[src/hdl/spt_pkg.sv]
`default_nettype none

package spt_pkg;

    // default sizes of the table
    localparam int CAPACITY_DEF = 64;
    localparam int COORD_W_DEF  = 16;

    // fixed field widths on the streams
    localparam int ACT_W   = 3;
    localparam int FIELD_W = 16;
    localparam int POS_W   = 6;
    localparam int RC_W    = 7;
    localparam int S_DATA_W = 40;
    localparam int M_DATA_W = 40;

    // action codes carried in the slave-side tuser
    typedef enum logic [ACT_W-1:0] {
        ACT_ADD       = 3'd0,
        ACT_REM_FIRST = 3'd1,
        ACT_REM_LAST  = 3'd2,
        ACT_REM_IDX   = 3'd3,
        ACT_DEDUP     = 3'd4
    } t_action;

    // verdict of the shared compare unit
    typedef struct packed {
        logic lt;   // a sorts strictly before b
        logic eq;   // a and b are the same point
    } t_cmp_res;

endpackage

`default_nettype wire

[src/hdl/spt_cmp.sv]
`default_nettype none

module spt_cmp #(
    parameter int COORD_W = spt_pkg::COORD_W_DEF
) (
    input  wire logic [4*COORD_W-1:0] i_a,
    input  wire logic [4*COORD_W-1:0] i_b,
    output spt_pkg::t_cmp_res         o_res
);
    import spt_pkg::*;

    localparam int DW = 2 * COORD_W;

    // record layout: squared distance, x, y from the top down
    logic        [DW-1:0]      a_d, b_d;
    logic signed [COORD_W-1:0] a_x, b_x, a_y, b_y;

    assign a_d = i_a[4*COORD_W-1:DW];
    assign b_d = i_b[4*COORD_W-1:DW];
    assign a_x = i_a[DW-1:COORD_W];
    assign b_x = i_b[DW-1:COORD_W];
    assign a_y = i_a[COORD_W-1:0];
    assign b_y = i_b[COORD_W-1:0];

    // lexicographic order: distance, then signed x, then signed y
    always_comb begin
        priority if (a_d != b_d) begin
            o_res.lt = (a_d < b_d);
        end else if (a_x != b_x) begin
            o_res.lt = (a_x < b_x);
        end else begin
            o_res.lt = (a_y < b_y);
        end
        o_res.eq = (a_d == b_d) && (a_x == b_x) && (a_y == b_y);
    end

endmodule

`default_nettype wire

[config.mk]
export PLATFORM = sky130hd
export DESIGN_NAME = spt_cmp
export DESIGN_NICKNAME = d
export VERILOG_FILES = /design/src/hdl/spt_pkg.sv /design/src/hdl/spt_cmp.sv
export SDC_FILE = /design/constraint.sdc
export NUM_CORES = 1
export LEC_CHECK = 0
export BUFFER_PORTS_ARGS = -buffer_cell sky130_fd_sc_hd__buf_4
export CAP_MARGIN = 10
export CORE_MARGIN = 2
export CORE_UTILIZATION = 45
export DETAILED_ROUTE_END_ITERATION = 8
export PLACE_DENSITY_LB_ADDON = 0.05
export SYNTH_ARGS = -nofsm -noshare
export SYNTH_HDL_FRONTEND = slang
export SYNTH_SLANG_ARGS = --single-unit
[constraint.sdc]
create_clock -name vclk -period 8.6
set_input_delay 2.58 -clock vclk [all_inputs]
set_output_delay 2.58 -clock vclk [all_outputs]
set_load 0.05 [all_outputs]
### After elaboration in Yosys (flattened, before gate mapping)

Cells that the tools add are included.

| storage, ports and cells | value |
|---|---|
| output and inout bits | 2 |
| input bits | 128 |
| register bits | 0 |
| logic and storage cells | 12 |

| operators by class | value |
|---|---|
| eq/ne operators | 5 |
| multiplexer cells | 2 |
| reduce and logical (&&, ||, !) cells | 2 |
| $lt $le $gt $ge | 3 |

Operators with widths:

| cell | count |
|---|---|
| == test 16 bit | 2 |
| == test 32 bit | 1 |
| less-than comparator 16 bit | 2 |
| less-than comparator 32 bit | 1 |
| != test 32 bit | 1 |
| != test 16 bit | 1 |
| logical AND 1 bit | 2 |
| two-way mux 1 bit | 2 |

### Depth between registers and ports, before layout

| logic depth | value |
|---|---|
| depth in word-level cells | 3 |
| mapped depth | 8 |
| mapped depth without buffers | 8 |

### Least setup slack after synthesis

Ideal clock, no wire load.

| path | value |
|---|---|
| path type | input port to output port |
| from | input port i_b[31] |
| to | output port o_res[0] (netlist name) |
| path buffers | 0 |
| arrival | 5.365 ns |
| data required time | 6.020 ns |
| slack | 0.655 ns |
| stages on the path | 7 |
| cell sequence | inv_1 > ha_1 > nand4_1 > nor4_1 > nand4_1 > or2_2 > nor4_1 |

RTL lines:

| element | RTL line | text |
|---|---|---|
| from (decl) | spt_cmp.sv:7 | `input wire logic [4*COORD_W-1:0] i_b,` |
| to (decl) | spt_cmp.sv:8 | `output spt_pkg::t_cmp_res o_res` |

==> flow_summary.yaml <==
route:
  ant_nets: 0
  routed_wl_mm: 4.30
  wl_per_cell_um: 10.6
  drt_iter0_markers: 26
  dr.pass1.iters: 4
  drc: 0
  vias_per_cell: 4.86
  dr_total_vias: 1977
sta:
  setup_tns_ns: 0
  tightestPinTransition_ns: 0.399
  fmax_ghz: 0.136
  timing.final.crit_period_ns: 7.34
  relSlewSlack_pct: 73.2
  setup_viol: 0
  period_share_pct: 85.3
  rsz0062_at_grt: "false"
  slew_viol_final: 0
  hold_viol_final: 0
floorplanning:
  core_um2: 3420
  fp.dieArea_um2: 4160
  ioPinCount: 130
  dieWidth_um: 64.5
  start_util_pct: 48.2
  die_h_um: 64.5
  rows: 21
global_route:
  grt_start_max_net_pins: 5
  grt_first_pass_wirelength_mm: 7.18
  antenna_found_initial: 0
  grt_pass1_vias: 1884
  grtUsageTotal_pct: 20.4
  overflow: 0
worst_setup_path:
  endpoint_kind: "output pin"
  crit_path_start_kind: "input pin"
  path_cells: "buf_4 > ha_1 > a21o_1 > a21o_1 > a221o_1 > a2111o_1 > a2111oi_2 > a211o_1 > buf_4"
  cp_slowest_cell: "a2111o_1"
  critPathKind: "in -> out"
  cpPeakStageDelay_ns: 0.42
  crit_path_max_fanout: 2
  worst-path-buf-inv: 2
  crit_required_ns: 6.02
  crit_family: "compound AO/OA/AOI/OAI gates"
  worst_ep_arrival_time_ns: 4.76
final_layout:
  seq_cells: 0
  clkbuf_count: 0
  nFillCells: 294
  area_growth_pct: 62.8
  register_area_um2: 0
  fin_cells: 407
  nets: 555
  drive_above_1_share_pct: 36.6
  antenna_cells_inserted: 0
place:
  port_buffers: 130
  dpl.cell_count: 407
  place_congestion: 0.762
  hpwl_mm: 4.15
clocking:
  cts_resized: 0
  postCtsHoldBufs: 0
  postCtsSetupRepairBufs: 0
synth:
  syn_area_um2: 1650
  syn_nets: 423
  ys_types: 27
  synth_warnings: 0
  avgSynthCellArea_um2: 7.12
  yosysSeqAreaShare_pct: 0
  syn_inst: 231
min_path:
  hp-class: "in -> out"
  min_to: "o_res[0]"
  hold_start: "i_a[2]"
  hold_depth: 5
power_and_ir_drop:
  p_per_area_nw_per_um2: 41.9
  peakVddDrop_uv: 23.0
  p_leak_uw: 0.00169
outcome:
  status: "completed"
run:
  drv_cap: 0
-- worst min-delay path, stage by stage --
cell and delay [ns]:
buf_4 0.08, ha_1 0.23, nand4_1 0.07, nor4_1 0.04, buf_4 0.18
-- layer usage --
| layer | up-vias | global-route usage [%] | wire length [um] |
|---|---|---|---|
| li1 | 1067 | - | - |
| met1 | 819 | 23.7 | 1770 |
| met2 | 83 | 39.1 | 2030 |
| met3 | 8 | 3.47 | 423 |
| met4 | 0 | 3.72 | 76 |
| met5 | - | 0 | 0 |
-- metrics by stage --
stage	setup WS [ns]	hold slack, ns	util (%)	cell area [um2]	power [uW]
after floorplan	0.655	5.63	-	1650	55.0
after global placement	1.25	5.76	78.4	2680	110
after detailed placement	1.24	5.77	78.4	2680	113
after CTS	1.23	5.77	78.4	2680	114
after global routing	1.11	5.80	78.4	2680	129
final	1.26	5.77	78.4	2680	112
-- area by class of cell --
type                            count  area, um2  area share (%)
Inverter                           67        251            9.39
Multi-Input combinational cell    164       1390            52.0
Tap cell                           46       57.6            2.15
Timing Repair Buffer              130        976            36.4
-- cell usage after synthesis, types with 2 or more instances --
cell	number	area share, %
nand4_1	14	5.3
nor4_1	3	1.1
o21a_1	2	0.91
a211oi_1	3	1.4
nor2_1	9	2.1
ha_1	64	49
nor2b_1	8	3.0
a21oi_1	19	5.8
nand3_1	3	0.91
nand2_1	7	1.6
a21o_1	9	4.1
inv_1	67	15
nor3_1	2	0.61
o211ai_1	2	0.91
o21ai_0	7	2.1
-- report_power, final --
part / internal [uW] / total [uW] / switching [uW]
Sequential: 0 / 0 / 0
Clock: 0 / 0 / 0
Combinational: 68.0 / 112 / 44.1
Total: 68.0 / 112 / 44.1
-- cell families (layout without fill, tap and decap cells) --
| logic type | count (synthesis) | after routing | synth area share (%) |
|---|---|---|---|
| compound gates | 49 | 49 | 19.2 |
| fa+ha+maj | 64 | 64 | 48.7 |
| buf+inv | 67 | 197 | 15.3 |
| mux | 1 | 1 | 0.608 |
| simple gates | 50 | 50 | 16.2 |
-- worst max-delay path by stage --
stage	endpoint	from	cells after the start	slack (ns)
floorplan	o_res[0]	i_b[31]	7	0.65
global placement	o_res[1]	i_a[45]	9	1.25
detailed placement	o_res[1]	i_a[45]	9	1.24
CTS	o_res[1]	i_a[45]	9	1.23
global route	o_res[1]	i_a[31]	9	1.11
finish	o_res[1]	i_a[45]	9	1.26
-- cell usage in the layout (no fill, tap or decap), types with 2 or more instances in the layout --
master	netlist	layout
o21a_1	2	2
a21oi_1	19	19
ha_1	64	64
a211oi_1	3	3
nand3_1	3	3
inv_1	67	67
o21ai_0	7	7
nor2_1	9	9
nor2b_1	8	8
a21o_1	9	9
nor3_1	2	2
buf_4	0	130
nand4_1	14	14
nand2_1	7	7
nor4_1	3	3
o211ai_1	2	2
No activity file was read; power rests on OpenSTA's default activity.
